[src/rtl/core/cbp_pkg.sv]
package cbp_pkg;

    // coordinate and register width
    localparam int COORD_BITS = 12;
    localparam int FRAME_BITS = 32;
    localparam int GRAD_BITS  = 8;
    localparam int BAR_BITS   = 3;
    localparam int BAR_COUNT  = 8;
    localparam int BW_BITS    = COORD_BITS - BAR_BITS;
    localparam int SCAN_LEN   = 16;

    // restoring divider chain: both dividends are zero-extended to one width
    // and consumed MSB first
    localparam int STEPS      = 4;
    localparam int MOD_BITS   = FRAME_BITS + 3;
    localparam int GNUM_BITS  = COORD_BITS + GRAD_BITS;
    localparam int DIV_RAW    = (MOD_BITS > GNUM_BITS) ? MOD_BITS : GNUM_BITS;
    localparam int DIV_BITS   = ((DIV_RAW + STEPS - 1) / STEPS) * STEPS;
    localparam int DIV_STAGES = DIV_BITS / STEPS;

    // register map, decoded on paddr[2]
    localparam int  ADDR_BITS        = 3;
    localparam logic CFG_IDX_WIDTH   = 1'b0;
    localparam logic CFG_IDX_HEIGHT  = 1'b1;
    localparam logic [COORD_BITS-1:0] WIDTH_RESET  = COORD_BITS'(1280);
    localparam logic [COORD_BITS-1:0] HEIGHT_RESET = COORD_BITS'(720);

    // colors
    localparam logic [31:0] BAR_COLORS [BAR_COUNT] = '{
        32'hFFFFFFFF, 32'hFF00FFFF, 32'hFFFFFF00, 32'hFF00FF00,
        32'hFFFF00FF, 32'hFF0000FF, 32'hFFFF0000, 32'hFF000000
    };
    localparam logic [31:0] SCAN_COLOR = 32'hFF00E5FF;
    localparam logic [31:0] GRAD_BASE  = 32'hFF000000;

    typedef struct packed {
        logic [COORD_BITS-1:0] frame_width;
        logic [COORD_BITS-1:0] frame_height;
    } t_cfg;

    // per-beat payload through the divider chain
    typedef struct packed {
        logic [COORD_BITS-1:0] x;
        logic                  is_bar;
        logic [BAR_BITS-1:0]   bar;
        logic [COORD_BITS-1:0] g_rem;
        logic [DIV_BITS-1:0]   g_num;
        logic [GRAD_BITS-1:0]  g_quo;
        logic [COORD_BITS-1:0] s_rem;
        logic [DIV_BITS-1:0]   s_num;
    } t_div_beat;

endpackage

[src/rtl/core/color_bar_test_pattern_pixel.sv]
// Color bar test pattern, one pixel per clock. A beat is taken on every cycle
// with start high (busy stays low), and its color word comes out on
// o_pixel_word with o_done high for one cycle, after one front stage (bar
// index, band split), nine divider stages of four restoring steps each
// (gradient quotient and scan start, 36 dividend bits) and the output
// register. The receiver cannot stall; results must be taken when o_done is
// high. Registers: frame_width at 0x0, frame_height at 0x4, which the user
// must write over the APB port only while no pixel is in flight (not enforced).
module color_bar_test_pattern_pixel (
    input  logic                                i_clk,
    input  logic                                i_rst_n,
    input  logic                                start,
    output logic                                busy,
    input  logic [cbp_pkg::COORD_BITS-1:0]      i_pixel_x,
    input  logic [cbp_pkg::COORD_BITS-1:0]      i_pixel_y,
    input  logic [cbp_pkg::FRAME_BITS-1:0]      i_frame_number,
    output logic                                o_done,
    output logic [31:0]                         o_pixel_word,
    input  logic                                psel,
    input  logic                                penable,
    input  logic                                pwrite,
    input  logic [cbp_pkg::ADDR_BITS-1:0]       paddr,
    input  logic [31:0]                         pwdata,
    output logic [31:0]                         prdata,
    output logic                                pready
);

    cbp_pkg::t_cfg      w_cfg;
    logic               w_valid [cbp_pkg::DIV_STAGES+1];
    cbp_pkg::t_div_beat w_beat  [cbp_pkg::DIV_STAGES+1];

    assign busy = 1'b0;

    // configuration registers
    cbp_cfg u_cfg (
        .i_clk   (i_clk),
        .i_rst_n (i_rst_n),
        .psel    (psel),
        .penable (penable),
        .pwrite  (pwrite),
        .paddr   (paddr),
        .pwdata  (pwdata),
        .prdata  (prdata),
        .pready  (pready),
        .o_cfg   (w_cfg)
    );

    // bar index, band split, divider setup
    cbp_front u_front (
        .i_clk          (i_clk),
        .i_rst_n        (i_rst_n),
        .i_cfg          (w_cfg),
        .i_valid        (start & ~busy),
        .i_pixel_x      (i_pixel_x),
        .i_pixel_y      (i_pixel_y),
        .i_frame_number (i_frame_number),
        .o_valid        (w_valid[0]),
        .o_beat         (w_beat[0])
    );

    // divider chain
    for (genvar s = 0; s < cbp_pkg::DIV_STAGES; s++) begin : g_div
        cbp_div_stage u_div (
            .i_clk         (i_clk),
            .i_rst_n       (i_rst_n),
            .i_frame_width (w_cfg.frame_width),
            .i_valid       (w_valid[s]),
            .i_beat        (w_beat[s]),
            .o_valid       (w_valid[s+1]),
            .o_beat        (w_beat[s+1])
        );
    end

    // color select and output register
    cbp_back u_back (
        .i_clk         (i_clk),
        .i_rst_n       (i_rst_n),
        .i_frame_width (w_cfg.frame_width),
        .i_valid       (w_valid[cbp_pkg::DIV_STAGES]),
        .i_beat        (w_beat[cbp_pkg::DIV_STAGES]),
        .o_done        (o_done),
        .o_pixel_word  (o_pixel_word)
    );

endmodule

[src/rtl/core/cbp_cfg.sv]
module cbp_cfg (
    input  logic                                i_clk,
    input  logic                                i_rst_n,
    input  logic                                psel,
    input  logic                                penable,
    input  logic                                pwrite,
    input  logic [cbp_pkg::ADDR_BITS-1:0]       paddr,
    input  logic [31:0]                         pwdata,
    output logic [31:0]                         prdata,
    output logic                                pready,
    output cbp_pkg::t_cfg                       o_cfg
);

    cbp_pkg::t_cfg r_cfg;
    logic          w_wr;

    assign pready = 1'b1;
    assign w_wr   = psel & penable & pwrite;

    // register writes, word decode on bit 2
    always_ff @(posedge i_clk) begin
        if (!i_rst_n) begin
            r_cfg.frame_width  <= cbp_pkg::WIDTH_RESET;
            r_cfg.frame_height <= cbp_pkg::HEIGHT_RESET;
        end else if (w_wr) begin
            case (paddr[2])
                cbp_pkg::CFG_IDX_WIDTH:
                    r_cfg.frame_width  <= pwdata[cbp_pkg::COORD_BITS-1:0];
                cbp_pkg::CFG_IDX_HEIGHT:
                    r_cfg.frame_height <= pwdata[cbp_pkg::COORD_BITS-1:0];
                default: ;
            endcase
        end
    end

    // readback
    always_comb begin
        case (paddr[2])
            cbp_pkg::CFG_IDX_WIDTH:  prdata = 32'(r_cfg.frame_width);
            cbp_pkg::CFG_IDX_HEIGHT: prdata = 32'(r_cfg.frame_height);
            default:                 prdata = 32'd0;
        endcase
    end

    assign o_cfg = r_cfg;

endmodule

[src/rtl/core/cbp_front.sv]
module cbp_front (
    input  logic                                i_clk,
    input  logic                                i_rst_n,
    input  cbp_pkg::t_cfg                       i_cfg,
    input  logic                                i_valid,
    input  logic [cbp_pkg::COORD_BITS-1:0]      i_pixel_x,
    input  logic [cbp_pkg::COORD_BITS-1:0]      i_pixel_y,
    input  logic [cbp_pkg::FRAME_BITS-1:0]      i_frame_number,
    output logic                                o_valid,
    output cbp_pkg::t_div_beat                  o_beat
);

    localparam int CB = cbp_pkg::COORD_BITS;

    logic               r_valid;
    cbp_pkg::t_div_beat r_beat;
    cbp_pkg::t_div_beat n_beat;

    logic [cbp_pkg::BW_BITS-1:0]    w_bw;
    logic [cbp_pkg::BAR_COUNT-2:0]  w_past;
    logic [CB+1:0]                  w_h3;
    logic [CB-1:0]                  w_split;
    logic [cbp_pkg::GNUM_BITS-1:0]  w_x255;

    assign w_bw    = i_cfg.frame_width[CB-1:cbp_pkg::BAR_BITS];
    assign w_h3    = {i_cfg.frame_height, 1'b0} + (CB+2)'(i_cfg.frame_height);
    assign w_split = w_h3[CB+1:2];
    assign w_x255  = {i_pixel_x, 8'd0} - cbp_pkg::GNUM_BITS'(i_pixel_x);

    // bar index: count of bar edges k*bw at or left of x, clamps at 7
    always_comb begin
        for (int k = 1; k < cbp_pkg::BAR_COUNT; k++) begin
            w_past[k-1] = (i_pixel_x >= (CB'(w_bw) * CB'(k)));
        end
    end

    always_comb begin
        n_beat        = '0;
        n_beat.x      = i_pixel_x;
        n_beat.is_bar = (i_pixel_y < w_split);
        if (w_bw == '0)
            n_beat.bar = cbp_pkg::BAR_BITS'(cbp_pkg::BAR_COUNT - 1);
        else
            n_beat.bar = cbp_pkg::BAR_BITS'($countones(w_past));
        n_beat.g_num  = cbp_pkg::DIV_BITS'(w_x255);
        n_beat.s_num  = cbp_pkg::DIV_BITS'({i_frame_number, 3'b000});
    end

    always_ff @(posedge i_clk) begin
        if (!i_rst_n)
            r_valid <= 1'b0;
        else
            r_valid <= i_valid;
    end

    always_ff @(posedge i_clk) begin
        r_beat <= n_beat;
    end

    assign o_valid = r_valid;
    assign o_beat  = r_beat;

endmodule

[src/rtl/core/cbp_div_stage.sv]
module cbp_div_stage (
    input  logic                                i_clk,
    input  logic                                i_rst_n,
    input  logic [cbp_pkg::COORD_BITS-1:0]      i_frame_width,
    input  logic                                i_valid,
    input  cbp_pkg::t_div_beat                  i_beat,
    output logic                                o_valid,
    output cbp_pkg::t_div_beat                  o_beat
);

    localparam int CB = cbp_pkg::COORD_BITS;

    logic               r_valid;
    cbp_pkg::t_div_beat r_beat;
    cbp_pkg::t_div_beat n_beat;

    // four restoring steps each for gradient quotient and scan remainder
    always_comb begin
        logic [CB-1:0]                 g_rem;
        logic [CB-1:0]                 s_rem;
        logic [CB:0]                   g_t;
        logic [CB:0]                   s_t;
        logic [cbp_pkg::DIV_BITS-1:0]  g_num;
        logic [cbp_pkg::DIV_BITS-1:0]  s_num;
        logic [cbp_pkg::GRAD_BITS-1:0] g_quo;
        g_rem = i_beat.g_rem;
        s_rem = i_beat.s_rem;
        g_num = i_beat.g_num;
        s_num = i_beat.s_num;
        g_quo = i_beat.g_quo;
        for (int i = 0; i < cbp_pkg::STEPS; i++) begin
            g_t   = {g_rem, g_num[cbp_pkg::DIV_BITS-1]};
            s_t   = {s_rem, s_num[cbp_pkg::DIV_BITS-1]};
            g_num = g_num << 1;
            s_num = s_num << 1;
            if (g_t >= {1'b0, i_frame_width}) begin
                g_rem = CB'(g_t - {1'b0, i_frame_width});
                g_quo = {g_quo[cbp_pkg::GRAD_BITS-2:0], 1'b1};
            end else begin
                g_rem = g_t[CB-1:0];
                g_quo = {g_quo[cbp_pkg::GRAD_BITS-2:0], 1'b0};
            end
            if (s_t >= {1'b0, i_frame_width})
                s_rem = CB'(s_t - {1'b0, i_frame_width});
            else
                s_rem = s_t[CB-1:0];
        end
        n_beat       = i_beat;
        n_beat.g_rem = g_rem;
        n_beat.s_rem = s_rem;
        n_beat.g_num = g_num;
        n_beat.s_num = s_num;
        n_beat.g_quo = g_quo;
    end

    always_ff @(posedge i_clk) begin
        if (!i_rst_n)
            r_valid <= 1'b0;
        else
            r_valid <= i_valid;
    end

    always_ff @(posedge i_clk) begin
        r_beat <= n_beat;
    end

    assign o_valid = r_valid;
    assign o_beat  = r_beat;

endmodule

[src/rtl/core/cbp_back.sv]
module cbp_back (
    input  logic                                i_clk,
    input  logic                                i_rst_n,
    input  logic [cbp_pkg::COORD_BITS-1:0]      i_frame_width,
    input  logic                                i_valid,
    input  cbp_pkg::t_div_beat                  i_beat,
    output logic                                o_done,
    output logic [31:0]                         o_pixel_word
);

    localparam int CB = cbp_pkg::COORD_BITS;

    logic        r_done;
    logic [31:0] r_word;
    logic [31:0] n_word;

    logic                          w_wzero;
    logic [CB-1:0]                 w_scan;
    logic [CB:0]                   w_scan_end;
    logic [cbp_pkg::GRAD_BITS-1:0] w_grad;
    logic                          w_in_scan;

    // zero width forces gradient 0 and scan start 0
    assign w_wzero    = (i_frame_width == '0);
    assign w_scan     = w_wzero ? '0 : i_beat.s_rem;
    assign w_grad     = w_wzero ? '0 : i_beat.g_quo;
    assign w_scan_end = {1'b0, w_scan} + (CB+1)'(cbp_pkg::SCAN_LEN);
    assign w_in_scan  = (i_beat.x >= w_scan) && ({1'b0, i_beat.x} < w_scan_end);

    // color select
    always_comb begin
        if (i_beat.is_bar)
            n_word = cbp_pkg::BAR_COLORS[i_beat.bar];
        else if (w_in_scan)
            n_word = cbp_pkg::SCAN_COLOR;
        else
            n_word = cbp_pkg::GRAD_BASE | (32'(w_grad) << 8) | 32'(w_grad >> 1);
    end

    always_ff @(posedge i_clk) begin
        if (!i_rst_n)
            r_done <= 1'b0;
        else
            r_done <= i_valid;
    end

    always_ff @(posedge i_clk) begin
        r_word <= n_word;
    end

    assign o_done       = r_done;
    assign o_pixel_word = r_word;

    // every color carries full alpha
    a_alpha: assert property (@(posedge i_clk) disable iff (!i_rst_n)
        o_done |-> (o_pixel_word[31:24] == 8'hFF))
        else $error("result beat without full alpha");

    // no result beat right after reset
    a_reset: assert property (@(posedge i_clk)
        !$past(i_rst_n) |-> !o_done)
        else $error("result beat after reset");

    // a gradient word has blue equal to half of green
    a_grad: assert property (@(posedge i_clk) disable iff (!i_rst_n)
        (o_done && (o_pixel_word[23:16] == 8'h00) && (o_pixel_word != cbp_pkg::SCAN_COLOR)
            && (o_pixel_word != cbp_pkg::BAR_COLORS[1])
            && (o_pixel_word != cbp_pkg::BAR_COLORS[3])
            && (o_pixel_word != cbp_pkg::BAR_COLORS[5]))
        |-> (o_pixel_word[7:0] == {1'b0, o_pixel_word[15:9]}))
        else $error("gradient blue byte is not half of green");

endmodule

[config.mk]
export PLATFORM = sky130hd
export DESIGN_NAME = color_bar_test_pattern_pixel
export DESIGN_NICKNAME = d
export VERILOG_FILES = /design/src/rtl/core/cbp_pkg.sv /design/src/rtl/core/color_bar_test_pattern_pixel.sv /design/src/rtl/core/cbp_cfg.sv /design/src/rtl/core/cbp_front.sv /design/src/rtl/core/cbp_div_stage.sv /design/src/rtl/core/cbp_back.sv
export SDC_FILE = /design/constraint.sdc
export NUM_CORES = 2
export LEC_CHECK = 0
export BUFFER_PORTS_ARGS = -buffer_cell sky130_fd_sc_hd__clkbuf_2
export CAP_MARGIN = 20
export CORE_MARGIN = 3
export CORE_UTILIZATION = 45
export DETAILED_ROUTE_END_ITERATION = 8
export PLACE_DENSITY_LB_ADDON = 0.3
export SLEW_MARGIN = 20
export SYNTH_ARGS = -nofsm -noshare
export SYNTH_HDL_FRONTEND = slang
export SYNTH_SLANG_ARGS = --single-unit
[constraint.sdc]
create_clock -name i_clk -period 13.61 [get_ports i_clk]
set_input_delay 1.361 -clock i_clk [delete_from_list [all_inputs] [get_ports i_clk]]
set_output_delay 1.361 -clock i_clk [all_outputs]
set_load 0.01 [all_outputs]
# Word-level counts from Yosys, hierarchy flattened
# Memory sizes are Yosys's and may differ from the RTL's.
# Index checks and enable logic that the tools add are counted.
[classes]
mux = 85
n_reduce_logical = 5
multipliers = 4
bitwise_logic = 5
magnitude_cmp = 82
n_addsub = 79
[ops]
columns = ["operator", "n"]
rows = [
  ["$ge A13 B12 Y1", 70],
  ["$mux W12", 71],
  ["$sub A12 B12 Y12", 69],
  ["$mux W32", 4],
  ["$pmux W32 S2", 1],
  ["$ge A12 B12 Y1", 4],
  ["$or A32 B7 Y32", 1],
  ["$ge A12 B11 Y1", 2],
  ["$mul A9 B3 Y12 const B", 2],
  ["$mul A9 B2 Y11 const B", 2],
  ["$sub A20 B12 Y20", 1],
  ["$add A13 B12 Y14", 1],
  ["$add A12 B5 Y13 const B", 1],
  ["$lt A12 B13 Y1", 1],
  ["$ge A1 B12 Y1 const A", 1],
  ["$ge A12 B10 Y1", 1],
  ["$ge A12 B9 Y1", 1],
  ["$logic_not A12 Y1", 1],
  ["$lt A12 B12 Y1", 1],
  ["$sub A1 B12 Y12 const A", 1],
  ["$logic_not A9 Y1", 1],
  ["$mux W1", 8],
  ["$mux W8", 1],
  ["$add A1 B1 Y2", 3],
  ["other kinds (8)", 11],
]
[totals]
inputBits = 97
rom_bits = 256
mem_count = 1
out_inout_bits = 67
elab_cells = 347
ff_bits = 735
[memory_table]
columns = ["name", "words", "width", "rd", "rd_ports_with_merged_regs", "wr", "line", "source"]
rows = [
  ["(no name shown)", 8, 32, 1, 0, 0, "cbp_back.sv:33", "n_word = cbp_pkg::BAR_COLORS[i_beat.bar];"],
]

# Logic depth before layout (Yosys ltp)
[logic_depth]
depth_word = 8
mapped_depth = 48
mapped_depth_nobuf = 42

# Modules after synthesis
# From an unflattened synthesis, not the netlist that was laid out.
[unflattened]
cells_unflattened = 8485
hier_area_um2 = 78297.6
[by_module_without_submodules]
columns = ["mod", "cells_each", "area_per_inst_um2", "seq_area_each_um2", "instances"]
rows = [
  ["cbp_div_stage at g_div[3].u_div ...", 839, 7748.7, 2262.2, 4],
  ["cbp_div_stage at g_div[0].u_div ...", 861, 7881.3, 2262.2, 3],
  ["cbp_div_stage at g_div[2].u_div", 841, 7688.6, 2262.2, 1],
  ["cbp_div_stage at g_div[4].u_div", 799, 7536.0, 2262.2, 1],
  ["cbp_front", 591, 5632.9, 1361.3, 1],
  ["cbp_back", 177, 1515.2, 360.3, 1],
  ["cbp_cfg", 136, 1275.0, 480.5, 1],
  ["color_bar_test_pattern_pixel", 2, 11.3, 0.0, 1],
]

# Least setup slack after synthesis
# OpenSTA, ideal clock, no wires.
[synth_timing]
path_type = "flip-flop to flip-flop"
start = "register u_cfg.r_cfg, in the netlist u_cfg.o_cfg[13]"
end = "register g_div[3].u_div.r_beat, in the netlist g_div[3].u_div.o_beat[38]"
setup_time_ns = 0.123
arrival_time_ns = 13.337
synth_period_minus_slack_ns = 13.461
stages_incl_launch_ff = 45
required_ns = 13.487
slack_ns = 0.149
cell_sequence = "dfxtp_1 -> inv_1 -> ha_1 -> nor2b_1 -> o21bai_1 -> a21oi_1 -> o211ai_1 -> nand3_1 -> clkbuf_1 -> mux2_2 -> ha_1 -> o21a_1 -> o31a_1 -> o31a_1 -> nor4_1 -> nor3_1 -> nor4_2 -> buf_2 -> [9 not listed] -> o31a_1 -> o21ai_0 -> nand2b_1 -> a211oi_1 -> clkbuf_1 -> mux2i_1 -> ha_1 -> nor2b_1 -> o21ai_0 -> a21boi_0 -> o21ai_0 -> a211oi_1 -> o31a_1 -> o21ai_0 -> a31oi_1 -> a311o_1 -> buf_2 -> mux2_1"
[synth_lines]
columns = ["element", "line", "source"]
rows = [
  ["start, declared", "cbp_cfg.sv:14", "cbp_pkg::t_cfg r_cfg;"],
  ["end signal, assigned", "cbp_div_stage.sv:64", "r_beat <= n_beat;"],
  ["end, declared", "cbp_div_stage.sv:14", "cbp_pkg::t_div_beat r_beat;"],
]

==> run_results.csv <==
group,metric,value,unit
run_status,outcome,"finished clean",
job,maxCapViolCount,0,
cts,insertion_delay,0.72,ns
synth,synth_most_common_cell,"ha_1",
synth,synth_fa_ha_area_frac,0.210,
hold_path,hp-class,"register to register",
synth,netlist_area,0.0649,mm2
floorplan,start_util,0.456,
worst_setup_path,required,14.18,ns
cts,cts_num_sinks,711,
finish,nNetsFinal,8855,
synth,synthCells,7569,
cts,tritoncts,"yes",
finish,area_delta_synth_final,9.20,%
sta,setup-violations-final,0,
synth,ys_top_cells_by_count,"ha_1 (977), dfxtp_1 (711), a21oi_1 (578)",
floorplan,ios,164,
hold_path,min_to,"g_div[8].u_div.o_beat[104]",
routing,drt_iter0_drc,3386,
floorplan,core_area,0.142,mm2
cts,numCtsBuffers,81,
synth,yosysWarnings,0,
synth,async_flop_share,0,
sta,fin_tns_setup,0,ns
worst_setup_path,crit_type,"register to register",
worst_setup_path,critical_path.most_common_cell,"o21ai_0",
cts,holdBufCountCts,0,
synth,synth_area_leaders,"dfxtp_1 (22%), ha_1 (19%), mux2_2 (7.1%), xnor2_1 (5.5%), a21oi_1 (4.5%)",
finish,multiInputGateArea,0.0484,mm2
cts,cts_resized,0,
hold_path,hp-start,"g_div[7].u_div.o_beat[104]",
worst_setup_path,r2r-start,"u_cfg.o_cfg[17]",
synth,synth_ff_type,"dfxtp_1",
synth,ys_ff_latch,711,
floorplan,die-area,0.149,mm2
cts,cts_setup_buffers,0,
worst_setup_path,worst_ep_arrival_time,12.54,ns
synth,synth-xor-area-share,0.0816,
worst_setup_path,critical_path.slowest_cell,"o31ai_4",
placement,place_hpwl,130,mm
hold_path,holdPathStages,0,
global_route,grt_pass1_vias,53400,
routing,wl_per_cell,17.6,um
routing,remaining_drc_errors,0,
synth,yosys.area_share.simple,0.153,
worst_setup_path,worstPathMaxFanout,25,
synth,synth_top_family_by_area,"adder cells",
routing,route.vias.total,55500,
cts,cts.clk_slew.worst_paths,0.06,ns
sta,finalMaxSlewViolations,0,
placement,io_buffers,111,
floorplan,die_y,386,um
routing,vias_per_cell,5.74,
cts,cts.root.buffer_cell,"clkbuf_16",
global_route,grt_overflow_total,0,
worst_setup_path,r2r-end,"g_div[7].u_div.o_beat[39]",
sta,grt_setup_unrepaired,"no",
worst_setup_path,ff2ff_setup_slack,1.65,ns
finish,layout-drive-gt1-share,0.113,
synth,syn_area_per_cell,8.58,um2
synth,synth_top_area_cell,"dfxtp_1",
synth,ys_seq_area_frac,0.219,
sta,slew_headroom,0.280,
worst_setup_path,end_kind,"register",
sta,skew,0.0385,ns
worst_setup_path,worstSetupStartpointType,"register",
worst_setup_path,critPathMaxStageDelay,0.75,ns
sta,max_freq,83.6,MHz
synth,synth_edf_count,0,
routing,wl,170,mm
global_route,grt_util_all_layers,0.222,
placement,gp_congestion,0.888,
sta,layout_min_cycle_time,11.96,ns
worst_setup_path,r2r_cells,39,
sta,hold_violations,0,
worst_setup_path,startpoint,"u_cfg.o_cfg[17]",
synth,synth-compound-area-share,0.205,
global_route,grt_pass1_wl,273,mm
sta,finalCritPeriodShare,0.879,
floorplan,row_count,138,
synth,synth_mux_area_frac,0.0941,
synth,ys_types,106,
sta,worst_slew_pin_slew,1.07,ns
cts,cts_max_level,3,
global_route,grt_start_max_net_pins,46,
cts,cts_buffer_depth,3,
routing,antenna_left,0,
synth,synth_top_area_share,0.219,
finish,seq_area,0.0142,mm2
finish,n_fill_cell,13500,
floorplan,die_w,386,um
global_route,antenna_found_initial,8,
routing,firstDrtPassIters,5,
-- sequential cells by signal (all words and copies together), names as in the netlist --
signal / count
u_cfg.o_cfg: 24
g_div.u_div.o_valid: 9
u_front.o_valid: 1
u_back.o_pixel_word: 17
u_back.o_done: 1
g_div.u_div.o_beat: 592
u_front.o_beat: 67
-- cell type report --
cell class | count | area share
multi-input combinational | 6302 | 0.683
sequential | 711 | 0.201
tap | 1890 | 0.0334
clock buffer | 95 | 0.0310
inverter | 417 | 0.0225
timing repair buffer | 198 | 0.0176
clock inverter | 52 | 0.0115
antenna | 5 | 0.000177
-- critical path: cells and delay by family, from the launching register on --
kind	cells	cell delay (ns)
compound gates	20	5.23
fa+ha+maj	4	1.06
buf+inv	5	1.21
flops	1	0.74
mux	4	1.87
simple gates	6	1.66
-- layout by cell type, fill, tap and decap left out, types with 96 or more instances in the layout --
cell,n
ha_1,976
dfxtp_1,709
a21oi_1,577
mux2_2,411
xor2_1,197
nand4_1,123
nor2b_1,144
o21a_1,129
mux2i_1,111
nor2_1,513
a21o_1,221
nand2_1,511
inv_1,405
nand2b_1,96
nand3_1,159
xnor2_1,408
clkbuf_2,111
o21ai_0,425
nor3_1,184
-- worst max path at each step --
stage,depth (start not counted),end
floorplan,44,g_div[3].u_div.o_beat[38]
global placement,39,g_div[1].u_div.o_beat[39]
detailed placement,39,g_div[7].u_div.o_beat[39]
CTS,39,g_div[7].u_div.o_beat[39]
global route,41,g_div[3].u_div.o_beat[38]
finish,39,g_div[7].u_div.o_beat[39]
-- layer usage --
metal / vias to the layer above / GRT usage / wire [um]
met3: 280 / 0.0282 / 8240
met1: 25900 / 0.293 / 78800
li1: 28000 / - / -
met5: - / 0 / 10
met4: 2 / 0.0654 / 4640
met2: 1302 / 0.378 / 78300
-- metrics by stage --
stage	cells	utilization	hold slack [ns]	area, um2	worst slack, ns
2_1_floorplan	7598	-	0.310	65000	0.149
3_3_place_gp	9518	0.476	0.310	67900	1.99
3_5_place_dp	9518	0.476	0.312	67900	1.81
4_1_cts	9665	0.498	0.296	70900	1.74
5_1_grt	9668	0.498	0.289	70900	0.681
6_report	9670	0.498	0.293	70900	1.65
-- kinds of logic (layout without fill, tap and decap cells) --
kind of cell             after synthesis  after routing
multiplexers                         552            552
other                                  2             36
flip-flops                           711            711
adder cells (fa/ha/maj)             1047           1047
buffers and inverters                585            762
AO/OA/AOI/OAI                       2031           2031
XOR/XNOR                             605            605
AND/OR/NAND/NOR                     2036           2036
Power is not shown: default switching activity piles up to over one toggle a cycle in this logic, so the estimate is an artifact.
